`src/hw/rtl/uebd_pkg.sv`:
```
// Package for the epoch to BCD date/time converter.
// Holds the fixed arithmetic constants, the month table and the BCD helper.
// No dependencies.
package uebd_pkg;

    // Seconds per day and its fixed-point reciprocal (floor of 2^48 / 86400).
    localparam logic [16:0] SECS_PER_DAY = 17'd86400;
    localparam logic [31:0] DAY_RECIP    = 32'd3257812230;
    localparam int          DAY_SHIFT    = 48;

    // Seconds per hour and floor of 2^24 / 3600.
    localparam logic [11:0] SECS_PER_HOUR = 12'd3600;
    localparam logic [12:0] HOUR_RECIP    = 13'd4660;

    // Seconds per minute and floor of 2^18 / 60.
    localparam logic [5:0]  SECS_PER_MIN = 6'd60;
    localparam logic [12:0] MIN_RECIP    = 13'd4369;

    // Days per four-year cycle and floor of 2^24 / 1461.
    localparam logic [10:0] QUAD_DAYS  = 11'd1461;
    localparam logic [13:0] QUAD_RECIP = 14'd11483;

    // Days per week and floor of 2^19 / 7.
    localparam logic [2:0]  WEEK_DAYS  = 3'd7;
    localparam logic [16:0] WEEK_RECIP = 17'd74898;

    // 1970-01-01 was a Thursday; the day index is offset so Sunday maps to 0.
    localparam logic [2:0]  WEEK_OFFSET = 3'd4;

    // Bounds of the supported range: 2000-01-01 (first instant) and 2100-01-01 (first instant past it).
    localparam logic [31:0] EPOCH_Y2000 = 32'd946684800;
    localparam logic [31:0] EPOCH_Y2100 = 32'd4102444800;
    localparam logic [15:0] DAYS_Y2000  = 16'd10957;

    // Day-of-year boundaries inside a four-year cycle that starts with a leap year.
    localparam logic [10:0] QUAD_Y1 = 11'd366;
    localparam logic [10:0] QUAD_Y2 = 11'd731;
    localparam logic [10:0] QUAD_Y3 = 11'd1096;

    // First day of each month (0-based) in a common year.
    localparam logic [8:0] MONTH_START [0:11] = '{
        9'd0, 9'd31, 9'd59, 9'd90, 9'd120, 9'd151,
        9'd181, 9'd212, 9'd243, 9'd273, 9'd304, 9'd334
    };

    // Converts a value below 100 into two packed BCD digits.
    function automatic logic [7:0] to_bcd(input logic [7:0] v);
        logic [15:0] prod;
        logic [3:0]  tens;
        logic [7:0]  ones;
        prod = 16'(v) * 16'd205;
        tens = prod[14:11];
        ones = v - 8'(tens) * 8'd10;
        return {tens, ones[3:0]};
    endfunction

endpackage

```
`src/hw/rtl/uebd_if.sv`:
```
// Channel interfaces of the epoch to BCD date/time converter.
// The epoch channel carries the input count, the RTC channel the register image.
// No dependencies.
interface uebd_epoch_if;
    logic        valid;
    logic        ready;
    logic [31:0] epoch_seconds;

    modport source (output valid, output epoch_seconds, input ready);
    modport sink (input valid, input epoch_seconds, output ready);
endinterface

interface uebd_rtc_if;
    logic       valid;
    logic       ready;
    logic [6:0] seconds_bcd;
    logic [6:0] minutes_bcd;
    logic [5:0] hours_bcd;
    logic [2:0] weekday_bcd;
    logic [5:0] date_bcd;
    logic [4:0] month_bcd;
    logic [7:0] year_bcd;
    logic       range_error;

    modport source (
        output valid, output seconds_bcd, output minutes_bcd, output hours_bcd,
        output weekday_bcd, output date_bcd, output month_bcd, output year_bcd,
        output range_error, input ready
    );
    modport sink (
        input valid, input seconds_bcd, input minutes_bcd, input hours_bcd,
        input weekday_bcd, input date_bcd, input month_bcd, input year_bcd,
        input range_error, output ready
    );
endinterface

```
`src/hw/rtl/unix_epoch_to_bcd_datetime.sv`:
```
// Epoch to BCD date/time converter, top level.
// Depends on uebd_pkg and the channel interfaces in uebd_if.sv.
//
// Usage: each transaction on the epoch channel carries a 32-bit count of
// seconds since 1970-01-01 00:00:00 UTC. For each one the block returns one
// transaction on the rtc channel holding BCD seconds, minutes, 24-hour hours,
// weekday (Sunday is 1), date, month and two-digit year after 2000.
// Instants outside the years 2000 to 2099 set range_error and zero all fields.
// The converter is a seven-stage pipeline with a register after every stage;
// the stage 7 registers drive the rtc channel.
// One epoch is accepted every cycle unless the receiver stalls the output.
// The depth is set by the chain of reciprocal multiplies, each followed by a
// one-step remainder correction, plus the month search and BCD packing.
// When the receiver stalls with a result waiting, the whole pipeline holds
// and epoch.ready drops in the same cycle; nothing is lost or repeated.
// Reset clears all stage valid bits, so no result is presented after reset.
module unix_epoch_to_bcd_datetime (
    input  logic            clk,
    input  logic            rst_n,
    uebd_epoch_if.sink      epoch,
    uebd_rtc_if.source      rtc
);

    // Pipeline advance: move when the output is empty or being taken.
    logic advance;
    assign advance     = !rtc.valid || rtc.ready;
    assign epoch.ready = advance;

    // Stage valid bits.
    logic [6:0] valid_reg;

    always_ff @(posedge clk or negedge rst_n)
    begin
        if (!rst_n)
        begin
            valid_reg <= '0;
        end
        else if (advance)
        begin
            valid_reg <= {valid_reg[5:0], epoch.valid};
        end
    end

    // Stage 1: day estimate by reciprocal multiply, range check.
    logic [63:0] day_prod;
    logic [15:0] day_est_next, day_est_reg;
    logic        err1_next, err1_reg;
    logic [31:0] epoch1_reg;

    always_comb
    begin
        day_prod     = 64'(epoch.epoch_seconds) * 64'(uebd_pkg::DAY_RECIP);
        day_est_next = day_prod[uebd_pkg::DAY_SHIFT +: 16];
        err1_next    = (epoch.epoch_seconds < uebd_pkg::EPOCH_Y2000)
                    || (epoch.epoch_seconds >= uebd_pkg::EPOCH_Y2100);
    end

    always_ff @(posedge clk)
    begin
        if (advance)
        begin
            epoch1_reg  <= epoch.epoch_seconds;
            day_est_reg <= day_est_next;
            err1_reg    <= err1_next;
        end
    end

    // Stage 2: correct the day count and derive the second of the day.
    logic [32:0] day_rem;
    logic [15:0] days_next, days_reg;
    logic [16:0] sod_next, sod_reg;
    logic        err2_reg;

    always_comb
    begin
        day_rem = {1'b0, epoch1_reg} - 33'(day_est_reg) * 33'(uebd_pkg::SECS_PER_DAY);
        if (day_rem >= 33'(uebd_pkg::SECS_PER_DAY))
        begin
            days_next = day_est_reg + 16'd1;
            sod_next  = 17'(day_rem - 33'(uebd_pkg::SECS_PER_DAY));
        end
        else
        begin
            days_next = day_est_reg;
            sod_next  = 17'(day_rem);
        end
    end

    always_ff @(posedge clk)
    begin
        if (advance)
        begin
            days_reg <= days_next;
            sod_reg  <= sod_next;
            err2_reg <= err1_reg;
        end
    end

    // Stage 3: estimates of hour, four-year cycle and week quotient.
    logic [29:0] hour_prod;
    logic [29:0] quad_prod;
    logic [33:0] week_prod;
    logic [15:0] dsince_next, dsince_reg;
    logic [16:0] wdx_next, wdx_reg;
    logic [4:0]  hh_est_next, hh_est_reg;
    logic [5:0]  quad_est_next, quad_est_reg;
    logic [14:0] wq_est_next, wq_est_reg;
    logic [16:0] sod3_reg;
    logic        err3_reg;

    always_comb
    begin
        hour_prod     = 30'(sod_reg) * 30'(uebd_pkg::HOUR_RECIP);
        hh_est_next   = hour_prod[28:24];
        dsince_next   = days_reg - uebd_pkg::DAYS_Y2000;
        quad_prod     = 30'(dsince_next) * 30'(uebd_pkg::QUAD_RECIP);
        quad_est_next = quad_prod[29:24];
        wdx_next      = 17'(days_reg) + 17'(uebd_pkg::WEEK_OFFSET);
        week_prod     = 34'(wdx_next) * 34'(uebd_pkg::WEEK_RECIP);
        wq_est_next   = week_prod[33:19];
    end

    always_ff @(posedge clk)
    begin
        if (advance)
        begin
            sod3_reg     <= sod_reg;
            dsince_reg   <= dsince_next;
            wdx_reg      <= wdx_next;
            hh_est_reg   <= hh_est_next;
            quad_est_reg <= quad_est_next;
            wq_est_reg   <= wq_est_next;
            err3_reg     <= err2_reg;
        end
    end

    // Stage 4: remainder corrections for hour, cycle and weekday.
    logic [16:0] hour_rem;
    logic [15:0] quad_rem;
    logic [16:0] week_rem;
    logic [4:0]  hh_next, hh4_reg;
    logic [11:0] msec_next, msec4_reg;
    logic [5:0]  quad_next, quad4_reg;
    logic [10:0] qday_next, qday4_reg;
    logic [2:0]  wd_next, wd4_reg;
    logic [16:0] week_mod;
    logic        err4_reg;

    always_comb
    begin
        hour_rem = sod3_reg - 17'(hh_est_reg) * 17'(uebd_pkg::SECS_PER_HOUR);
        if (hour_rem >= 17'(uebd_pkg::SECS_PER_HOUR))
        begin
            hh_next   = hh_est_reg + 5'd1;
            msec_next = 12'(hour_rem - 17'(uebd_pkg::SECS_PER_HOUR));
        end
        else
        begin
            hh_next   = hh_est_reg;
            msec_next = 12'(hour_rem);
        end

        quad_rem = dsince_reg - 16'(quad_est_reg) * 16'(uebd_pkg::QUAD_DAYS);
        if (quad_rem >= 16'(uebd_pkg::QUAD_DAYS))
        begin
            quad_next = quad_est_reg + 6'd1;
            qday_next = 11'(quad_rem - 16'(uebd_pkg::QUAD_DAYS));
        end
        else
        begin
            quad_next = quad_est_reg;
            qday_next = 11'(quad_rem);
        end

        week_rem = wdx_reg - 17'(wq_est_reg) * 17'(uebd_pkg::WEEK_DAYS);
        if (week_rem >= 17'(uebd_pkg::WEEK_DAYS))
        begin
            week_mod = week_rem - 17'(uebd_pkg::WEEK_DAYS);
        end
        else
        begin
            week_mod = week_rem;
        end
        wd_next = week_mod[2:0] + 3'd1;
    end

    always_ff @(posedge clk)
    begin
        if (advance)
        begin
            hh4_reg   <= hh_next;
            msec4_reg <= msec_next;
            quad4_reg <= quad_next;
            qday4_reg <= qday_next;
            wd4_reg   <= wd_next;
            err4_reg  <= err3_reg;
        end
    end

    // Stage 5: year inside the cycle, day of year, minute estimate.
    logic [24:0] min_prod;
    logic [5:0]  mi_est_next, mi_est5_reg;
    logic [1:0]  yq;
    logic [10:0] yq_base;
    logic [8:0]  doy_next, doy5_reg;
    logic [7:0]  year_next, year5_reg;
    logic        leap_next, leap5_reg;
    logic [4:0]  hh5_reg;
    logic [11:0] msec5_reg;
    logic [2:0]  wd5_reg;
    logic        err5_reg;

    always_comb
    begin
        min_prod    = 25'(msec4_reg) * 25'(uebd_pkg::MIN_RECIP);
        mi_est_next = min_prod[23:18];

        if (qday4_reg < uebd_pkg::QUAD_Y1)
        begin
            yq      = 2'd0;
            yq_base = 11'd0;
        end
        else if (qday4_reg < uebd_pkg::QUAD_Y2)
        begin
            yq      = 2'd1;
            yq_base = uebd_pkg::QUAD_Y1;
        end
        else if (qday4_reg < uebd_pkg::QUAD_Y3)
        begin
            yq      = 2'd2;
            yq_base = uebd_pkg::QUAD_Y2;
        end
        else
        begin
            yq      = 2'd3;
            yq_base = uebd_pkg::QUAD_Y3;
        end
        doy_next  = 9'(qday4_reg - yq_base);
        leap_next = (yq == 2'd0);
        year_next = {quad4_reg, yq};
    end

    always_ff @(posedge clk)
    begin
        if (advance)
        begin
            mi_est5_reg <= mi_est_next;
            doy5_reg    <= doy_next;
            year5_reg   <= year_next;
            leap5_reg   <= leap_next;
            hh5_reg     <= hh4_reg;
            msec5_reg   <= msec4_reg;
            wd5_reg     <= wd4_reg;
            err5_reg    <= err4_reg;
        end
    end

    // Stage 6: minute and second, month and day of month.
    logic [11:0] min_rem;
    logic [5:0]  mi_next, mi6_reg;
    logic [5:0]  ss_next, ss6_reg;
    logic [3:0]  mcount;
    logic [8:0]  mstart;
    logic [8:0]  mbase;
    logic [3:0]  mo_next, mo6_reg;
    logic [4:0]  dd_next, dd6_reg;
    logic [7:0]  year6_reg;
    logic [4:0]  hh6_reg;
    logic [2:0]  wd6_reg;
    logic        err6_reg;

    always_comb
    begin
        min_rem = msec5_reg - 12'(mi_est5_reg) * 12'(uebd_pkg::SECS_PER_MIN);
        if (min_rem >= 12'(uebd_pkg::SECS_PER_MIN))
        begin
            mi_next = mi_est5_reg + 6'd1;
            ss_next = 6'(min_rem - 12'(uebd_pkg::SECS_PER_MIN));
        end
        else
        begin
            mi_next = mi_est5_reg;
            ss_next = 6'(min_rem);
        end

        // Count month boundaries already passed; leap years shift March onward.
        mcount = 4'd0;
        mstart = 9'd0;
        for (int i = 1; i < 12; i++)
        begin
            mstart = uebd_pkg::MONTH_START[i] + 9'((i >= 2) && leap5_reg);
            if (doy5_reg >= mstart)
            begin
                mcount = mcount + 4'd1;
            end
        end
        mbase   = uebd_pkg::MONTH_START[mcount] + 9'((mcount >= 4'd2) && leap5_reg);
        dd_next = 5'(doy5_reg - mbase) + 5'd1;
        mo_next = mcount + 4'd1;
    end

    always_ff @(posedge clk)
    begin
        if (advance)
        begin
            mi6_reg   <= mi_next;
            ss6_reg   <= ss_next;
            mo6_reg   <= mo_next;
            dd6_reg   <= dd_next;
            year6_reg <= year5_reg;
            hh6_reg   <= hh5_reg;
            wd6_reg   <= wd5_reg;
            err6_reg  <= err5_reg;
        end
    end

    // Stage 7: BCD packing and zeroing of out-of-range results.
    logic [7:0] ss_bcd, mi_bcd, hh_bcd, dd_bcd, mo_bcd, yr_bcd;
    logic [6:0] seconds_next, seconds_reg;
    logic [6:0] minutes_next, minutes_reg;
    logic [5:0] hours_next, hours_reg;
    logic [2:0] weekday_next, weekday_reg;
    logic [5:0] date_next, date_reg;
    logic [4:0] month_next, month_reg;
    logic [7:0] year_bcd_next, year_reg;
    logic       range_error_reg;

    always_comb
    begin
        ss_bcd = uebd_pkg::to_bcd(8'(ss6_reg));
        mi_bcd = uebd_pkg::to_bcd(8'(mi6_reg));
        hh_bcd = uebd_pkg::to_bcd(8'(hh6_reg));
        dd_bcd = uebd_pkg::to_bcd(8'(dd6_reg));
        mo_bcd = uebd_pkg::to_bcd(8'(mo6_reg));
        yr_bcd = uebd_pkg::to_bcd(year6_reg);
        if (err6_reg)
        begin
            seconds_next  = '0;
            minutes_next  = '0;
            hours_next    = '0;
            weekday_next  = '0;
            date_next     = '0;
            month_next    = '0;
            year_bcd_next = '0;
        end
        else
        begin
            seconds_next  = ss_bcd[6:0];
            minutes_next  = mi_bcd[6:0];
            hours_next    = hh_bcd[5:0];
            weekday_next  = wd6_reg;
            date_next     = dd_bcd[5:0];
            month_next    = mo_bcd[4:0];
            year_bcd_next = yr_bcd;
        end
    end

    always_ff @(posedge clk)
    begin
        if (advance)
        begin
            seconds_reg     <= seconds_next;
            minutes_reg     <= minutes_next;
            hours_reg       <= hours_next;
            weekday_reg     <= weekday_next;
            date_reg        <= date_next;
            month_reg       <= month_next;
            year_reg        <= year_bcd_next;
            range_error_reg <= err6_reg;
        end
    end

    // Output channel.
    assign rtc.valid       = valid_reg[6];
    assign rtc.seconds_bcd = seconds_reg;
    assign rtc.minutes_bcd = minutes_reg;
    assign rtc.hours_bcd   = hours_reg;
    assign rtc.weekday_bcd = weekday_reg;
    assign rtc.date_bcd    = date_reg;
    assign rtc.month_bcd   = month_reg;
    assign rtc.year_bcd    = year_reg;
    assign rtc.range_error = range_error_reg;

    // An out-of-range result carries all-zero fields.
    assert property (@(posedge clk) disable iff (!rst_n)
        (rtc.valid && rtc.range_error) |-> (rtc.seconds_bcd == '0 && rtc.minutes_bcd == '0
            && rtc.hours_bcd == '0 && rtc.weekday_bcd == '0 && rtc.date_bcd == '0
            && rtc.month_bcd == '0 && rtc.year_bcd == '0))
        else $error("range error result has nonzero fields");

    // A valid in-range result has a weekday from 1 to 7 and a nonzero month and date.
    assert property (@(posedge clk) disable iff (!rst_n)
        (rtc.valid && !rtc.range_error) |-> (rtc.weekday_bcd != 3'd0
            && rtc.month_bcd != 5'd0 && rtc.date_bcd != 6'd0))
        else $error("in-range result has a zero weekday, month or date");

    // Seconds and minutes digits stay decimal.
    assert property (@(posedge clk) disable iff (!rst_n)
        rtc.valid |-> (rtc.seconds_bcd[3:0] <= 4'd9 && rtc.minutes_bcd[3:0] <= 4'd9
            && rtc.seconds_bcd[6:4] <= 3'd5 && rtc.minutes_bcd[6:4] <= 3'd5))
        else $error("seconds or minutes out of BCD range");

    // A waiting result blocks new input.
    assert property (@(posedge clk) disable iff (!rst_n)
        (rtc.valid && !rtc.ready) |-> !epoch.ready)
        else $error("input accepted while output stalled");

    // An accepted epoch occupies stage one in the next cycle.
    assert property (@(posedge clk) disable iff (!rst_n)
        (epoch.valid && epoch.ready) |-> ##1 (valid_reg[0] || !advance))
        else $error("accepted transaction lost in stage one");

endmodule

```
`src/flat_wrapper.sv`:
```
// flat-port wrapper written by rule: the top's interface ports become plain ports
module unix_epoch_to_bcd_datetime_flat 
  (clk, rst_n, epoch_valid, epoch_epoch_seconds, epoch_ready, rtc_valid, rtc_seconds_bcd, rtc_minutes_bcd, rtc_hours_bcd, rtc_weekday_bcd, rtc_date_bcd, rtc_month_bcd, rtc_year_bcd, rtc_range_error, rtc_ready);
  uebd_epoch_if epoch_i ();
  uebd_rtc_if rtc_i ();
  input  logic clk;
  input  logic rst_n;
  input wire logic [$bits(epoch_i.valid)-1:0] epoch_valid;
  input wire logic [$bits(epoch_i.epoch_seconds)-1:0] epoch_epoch_seconds;
  output wire logic [$bits(epoch_i.ready)-1:0] epoch_ready;
  output wire logic [$bits(rtc_i.valid)-1:0] rtc_valid;
  output wire logic [$bits(rtc_i.seconds_bcd)-1:0] rtc_seconds_bcd;
  output wire logic [$bits(rtc_i.minutes_bcd)-1:0] rtc_minutes_bcd;
  output wire logic [$bits(rtc_i.hours_bcd)-1:0] rtc_hours_bcd;
  output wire logic [$bits(rtc_i.weekday_bcd)-1:0] rtc_weekday_bcd;
  output wire logic [$bits(rtc_i.date_bcd)-1:0] rtc_date_bcd;
  output wire logic [$bits(rtc_i.month_bcd)-1:0] rtc_month_bcd;
  output wire logic [$bits(rtc_i.year_bcd)-1:0] rtc_year_bcd;
  output wire logic [$bits(rtc_i.range_error)-1:0] rtc_range_error;
  input wire logic [$bits(rtc_i.ready)-1:0] rtc_ready;
  assign epoch_i.valid = epoch_valid;
  assign epoch_i.epoch_seconds = epoch_epoch_seconds;
  assign epoch_ready = epoch_i.ready;
  assign rtc_valid = rtc_i.valid;
  assign rtc_seconds_bcd = rtc_i.seconds_bcd;
  assign rtc_minutes_bcd = rtc_i.minutes_bcd;
  assign rtc_hours_bcd = rtc_i.hours_bcd;
  assign rtc_weekday_bcd = rtc_i.weekday_bcd;
  assign rtc_date_bcd = rtc_i.date_bcd;
  assign rtc_month_bcd = rtc_i.month_bcd;
  assign rtc_year_bcd = rtc_i.year_bcd;
  assign rtc_range_error = rtc_i.range_error;
  assign rtc_i.ready = rtc_ready;
  unix_epoch_to_bcd_datetime u_core (.clk(clk), .rst_n(rst_n), .epoch(epoch_i), .rtc(rtc_i));
endmodule
```
`config.mk`:
```
export PLATFORM = sky130hd
export DESIGN_NAME = unix_epoch_to_bcd_datetime_flat
export DESIGN_NICKNAME = d
export VERILOG_FILES = /design/src/hw/rtl/uebd_pkg.sv /design/src/hw/rtl/uebd_if.sv /design/src/hw/rtl/unix_epoch_to_bcd_datetime.sv /design/src/flat_wrapper.sv
export SDC_FILE = /design/constraint.sdc
export NUM_CORES = 2
export LEC_CHECK = 0
export BUFFER_PORTS_ARGS = -buffer_cell sky130_fd_sc_hd__buf_2
export CAP_MARGIN = 25
export CORE_ASPECT_RATIO = 0.8
export CORE_MARGIN = 2
export CORE_UTILIZATION = 40
export CTS_CLUSTER_DIAMETER = 120
export CTS_CLUSTER_SIZE = 16
export DETAILED_ROUTE_END_ITERATION = 10
export SYNTH_ARGS = -nofsm -noshare
export SYNTH_HDL_FRONTEND = slang
export SYNTH_SLANG_ARGS = --single-unit
```
`constraint.sdc`:
```
create_clock -name clk -period 13.7 [get_ports clk]
set_input_delay 0.685 -clock clk [delete_from_list [all_inputs] [get_ports clk]]
set_output_delay 0.685 -clock clk [all_outputs]
set_load 0.02 [all_outputs]
```
# Word-level counts from Yosys, hierarchy flattened
# Memory sizes are Yosys's and may differ from the RTL's.
# Cells that the tools add are included.
# word_totals
regBits	331
romBits	144
word_cells	172
n_memories	1
# memory_table
memory	depth	word_bits	rd	rd_clocked_by_memory_dff	write_ports	line_no	rtl
(name not given)	16	9	1	0	0	unix_epoch_to_bcd_datetime.sv:297	mbase = uebd_pkg::MONTH_START[mcount] + 9'((mcount >= 4'd2) && leap5_reg);
# op_classes
addsub	48
n_mul	22
order_cmp	23
muxes	28
n_bitwise	1
reduce_logical	5
# op_table
operator	n
9-bit >= comparator	7
32-bit by 31-bit multiplier with 63-bit output (second input constant)	1
4-bit by 1-bit adder with 4-bit output (second input constant)	10
4-bit two-way mux	10
5-bit by 8-bit multiplier with 13-bit output (second input constant)	3
8-bit by 1-bit adder with 9-bit output (first input constant)	4
17-bit subtractor	2
33-bit by 17-bit >= comparator with 1-bit output (second input constant)	1
17-bit by 16-bit multiplier with 33-bit output (second input constant)	1
32-bit by 33-bit subtractor with 33-bit output	1
32-bit >= comparator (second input constant)	1
32-bit by 30-bit < comparator with 1-bit output (second input constant)	1
16-bit by 14-bit multiplier with 30-bit output (second input constant)	1
6-bit by 8-bit multiplier with 14-bit output (second input constant)	2
9-bit by 1-bit adder with 9-bit output (first input constant)	3
17-bit by 11-bit multiplier with 27-bit output (second input constant)	1
16-bit by 10-bit multiplier with 26-bit output (second input constant)	1
12-bit by 13-bit multiplier with 24-bit output (second input constant)	1
4-bit subtractor	6
9-bit by 8-bit >= comparator with 1-bit output	2
6-bit two-way mux	3
9-bit two-way mux	2
16-bit by 3-bit adder with 17-bit output (second input constant)	1
17-bit by 12-bit >= comparator with 1-bit output (second input constant)	1
other kinds (51)	61

# Depth between registers and ports, before layout
# depth
depth_word	29
ltp_mapped	46
ltp_nobuf	46

# Least setup slack after synthesis
# No wires, ideal clock.
# synth_timing
path_type	input port to flip-flop
start	input rtc_ready
end	register u_core.valid_reg[0]
arrival_time_ns	11.200
t_required_ns	13.585
path_slack_ns	2.384
path_stages	3
path_buffers	1
path_cell_list	nand2b_1 -> clkbuf_1 -> mux2_2
# synth_between
elab_chain_len	1
# synth_rtl
element	line_no	rtl
start: declaration	flat_wrapper.sv:20	input wire logic [$bits(rtc_i.ready)-1:0] rtc_ready;
1-bit logical OR	unix_epoch_to_bcd_datetime.sv:26	assign advance = !rtc.valid || rtc.ready;
net epoch_ready	flat_wrapper.sv:10	output wire logic [$bits(epoch_i.ready)-1:0] epoch_ready;
end signal: assignment	unix_epoch_to_bcd_datetime.sv:40	valid_reg <= {valid_reg[5:0], epoch.valid};
end: declaration	unix_epoch_to_bcd_datetime.sv:30	logic [6:0] valid_reg;
# The timed path passes the listed nets, and every way through them passes these cells.
# A chain may end at the register's enable or synchronous reset.

# Worst setup path in the final report
# layout_timing
start	register u_core.leap5_reg
end	register u_core.dd6_reg[4], data pin
# layout_between
elab_chain_len	28
elab_cells_between_ends	48
classes_between	add/sub: 22; order compare: 11; mux: 12; bitwise: 1; reduce/logical: 1; memory: 1
# layout_rtl
element	line_no	rtl
start: declaration	unix_epoch_to_bcd_datetime.sv:207	logic leap_next, leap5_reg;
start signal: assignment	unix_epoch_to_bcd_datetime.sv:250	leap5_reg <= leap_next;
6-bit by 1-bit adder with 7-bit output	unix_epoch_to_bcd_datetime.sv:291	mstart = uebd_pkg::MONTH_START[i] + 9'((i >= 2) && leap5_reg);
9-bit by 7-bit >= comparator with 1-bit output	unix_epoch_to_bcd_datetime.sv:292	if (doy5_reg >= mstart)
4-bit two-way mux	unix_epoch_to_bcd_datetime.sv:292	
4-bit by 1-bit adder with 4-bit output	unix_epoch_to_bcd_datetime.sv:294	mcount = mcount + 4'd1;
4-bit two-way mux	unix_epoch_to_bcd_datetime.sv:292	
4-bit by 1-bit adder with 4-bit output	unix_epoch_to_bcd_datetime.sv:294	
4-bit two-way mux	unix_epoch_to_bcd_datetime.sv:292	
4-bit by 1-bit adder with 4-bit output	unix_epoch_to_bcd_datetime.sv:294	
(+12 left out)	--	
4-bit two-way mux	unix_epoch_to_bcd_datetime.sv:292	
4-bit inverter with 5-bit output (not written as such)	unix_epoch_to_bcd_datetime.sv:297	
memory 16 x 9 bit	--	
5-bit two-way mux (not written as such) (2 in a row)	unix_epoch_to_bcd_datetime.sv:297	
5-bit by 1-bit adder with 5-bit output *	unix_epoch_to_bcd_datetime.sv:297	
5-bit subtractor *	unix_epoch_to_bcd_datetime.sv:298	dd_next = 5'(doy5_reg - mbase) + 5'd1;
5-bit by 1-bit adder with 5-bit output *	unix_epoch_to_bcd_datetime.sv:298	
net u_core.dd_next[4]	unix_epoch_to_bcd_datetime.sv:266	logic [4:0] dd_next, dd6_reg;
end signal: assignment	unix_epoch_to_bcd_datetime.sv:309	dd6_reg <= dd_next;
end: declaration	unix_epoch_to_bcd_datetime.sv:266	
# The timed path passes the listed nets; every way through them passes the cells marked *. The select of a mux whose other input is x is not followed.

==> results.json <==
{
  "status": "finished, final reports clean",
  "drt_iter0_drc": 1619,
  "r2r_cells": 44,
  "synth_cell_types": 83,
  "syn_avg_cell_area_um2": 10.60,
  "largest_reg_flops": 32,
  "worstSkewPairLatency_ns": 0.59,
  "routed_wl_mm": 103.9,
  "die_w_um": 400.1,
  "final_hold_viol_count": 0,
  "netlist_area_mm2": 0.05021,
  "antenna_found_initial": 1,
  "viasPerCell": 4.925,
  "start_util_pct": 40.23,
  "htree_levels": 1,
  "crit-reg2reg-capture": "u_core.dd6_reg[4]",
  "critPathRequiredTime_ns": 14.04,
  "fmax_ghz": 0.1093,
  "synth.net_count": 6559,
  "final.min_clock_period_ns": 9.149,
  "ant_nets": 0,
  "ys_seq_elements": 331,
  "dr.pass1.iters": 5,
  "clockRootBuffer": "clkbuf_16",
  "hold_path_depth": 2,
  "route.vias.total": 32039,
  "rows": 116,
  "maxCapViolations": 0,
  "period_share_pct": 66.78,
  "cts_buffers": 24,
  "maxSlewViolCount": 0,
  "syn2layout_area_growth_pct": 6.376,
  "slowest_delay_ns": 0.45,
  "arrival_ns": 9.49,
  "clock_path_buffers": 3,
  "num_io_pins": 81,
  "track_usage_pct": 16.74,
  "ys.warnings.count": 0,
  "path_max_fanout": 7,
  "grt_use_met2_pct": 27.79,
  "critPathLaunch": "u_core.leap5_reg",
  "async_flop_share_pct": 2.115,
  "postSynthCellCount": 4737,
  "worstSetupEndpointType": "flop",
  "routabilityCongestion": 0.8815,
  "drive_gt1_share_pct": 3.772,
  "place_hpwl_mm": 87.81,
  "critPathLaunchType": "flop",
  "use_met1_pct": 24.18,
  "grt_pass1_wl_mm": 173.7,
  "nFillCells": 11934,
  "nets": 6663,
  "rsz0062_at_grt": "false",
  "worstHoldEndpoint": "u_core.valid_reg[0]",
  "cts_tree": "yes",
  "post_cts_buffers": 0,
  "cpMaxStageDelayCell": "fa_1",
  "grt_start_max_net_pins": 76,
  "cpMostUsedCell": "ha_1",
  "core-area_mm2": 0.1248,
  "hp-start": "epoch_valid",
  "clkSinkCount": 331,
  "worstReg2RegStart": "u_core.leap5_reg",
  "tightest_slew_ns": 0.9255,
  "use_met3_pct": 1.418,
  "tns_ns": 0,
  "die_area_mm2": 0.1284,
  "ys_seq_area_share_pct": 19.72,
  "hp-class": "input pin to flop",
  "wl_per_cell_um": 15.97,
  "rrSetupSlack_ns": 4.55,
  "clk_pin_slew_ns": 0.08,
  "top_usage_layer": "met2",
  "fp.dieH_um": 320.9,
  "io_buffers": 80,
  "grt_overflow": 0,
  "fin_skew_ns": 0.01991,
  "hold-worst-slack_ns": 0.3226,
  "drc": 0,
  "slew_headroom_pct": 36.70,
  "worstSetupPathType": "flop to flop",
  "grt_pass1_vias": 33432,
  "synth_edf_count": 324,
  "synth_flop_cell": "edfxtp_1",
  "setup_viol": 0
}
[worst max path at each step]
stage	end	cells past startpoint
after floorplan	u_core.valid_reg[0]	3
after global routing	u_core.dd6_reg[4]	44
final	u_core.dd6_reg[4]	44
after detailed placement	u_core.dd6_reg[4]	44
after global placement	u_core.dd6_reg[4]	44
after CTS	u_core.dd6_reg[4]	44
[timing repair]
item	in CTS	in global routing
hold endpoints to repair	7	0
hold buffers	1	0
gates resized for setup	0	0
[stage by stage]
stage	util (%)	instance area (um^2)	worst slack, ns	instances
3_5_place_dp	42.25	52730	4.576	6465
3_3_place_gp	42.23	52720	4.675	6463
4_1_cts	42.79	53410	4.548	6503
2_1_floorplan	-	50210	2.384	4737
5_1_grt	42.79	53410	3.769	6504
6_report	42.79	53420	4.551	6505
[cell usage in the layout, fill, tap and decap left out, types with 73 or more instances in the layout]
master | netlist | routed
fa_1 | 557 | 557
inv_1 | 1111 | 1111
xor2_1 | 86 | 86
edfxtp_1 | 324 | 324
nand2_1 | 124 | 124
o21ai_0 | 125 | 125
buf_2 | 6 | 80
xnor2_1 | 181 | 181
nor2_1 | 180 | 180
a21oi_1 | 165 | 165
a21o_1 | 73 | 73
ha_1 | 1229 | 1229
[synth_stat cells (all sizes together), types with 60 or more instances]
library cell	number	area share (%)
ha	1229	31
inv	1112	8.3
fa	557	22
edfxtp	324	19
xnor2	188	3.4
nor2	180	1.3
a21oi	166	1.7
o21ai	128	1.3
nand2	125	0.94
xor2	87	1.5
a21o	73	1.1
nor2b	60	0.75
[critical path, delay by kind of cell, from the launching register on]
kind / cells / cell delay (ns)
adder cells (fa/ha/maj): 12 / 3.51
AO/OA/AOI/OAI: 11 / 1.97
AND/OR/NAND/NOR: 14 / 1.68
XOR/XNOR: 4 / 0.74
flip-flops: 1 / 0.44
multiplexers: 1 / 0.32
buffers and inverters: 2 / 0.25
[cell families (layout without fill, tap and decap cells)]
group	Yosys count	after routing	share of synthesized area [%]
fa+ha+maj	1786	1786	52.83
buf+inv	1135	1250	8.514
mux	18	18	0.3937
xor+xnor	277	277	5.008
other cells	0	1	0
compound gates	588	588	7.580
flops	331	331	19.72
simple gates	602	602	5.950
[final cells by class]
type | instances | area (um^2) | share of cell area [%]
multi-input cells | 3271 | 36040 | 67.47
flip-flops and latches | 331 | 9905 | 18.54
inverters | 1112 | 4174 | 7.814
well taps | 1652 | 2067 | 3.870
clock buffers | 35 | 641.9 | 1.202
repair buffers | 101 | 560.5 | 1.049
clock inverters | 2 | 23.77 | 0.04450
diodes | 1 | 2.502 | 0.004685
[metal layers]
layer | part of all wire (%) | routed length [um]
met1 | 49 | 51310
met5 | 0.013 | 13
met4 | 1.4 | 1481
met2 | 46 | 47880
met3 | 3.1 | 3222
Power is left out: the tool's default activity adds up to more than one toggle a clock period on the data nets, which glitch-free logic cannot reach.
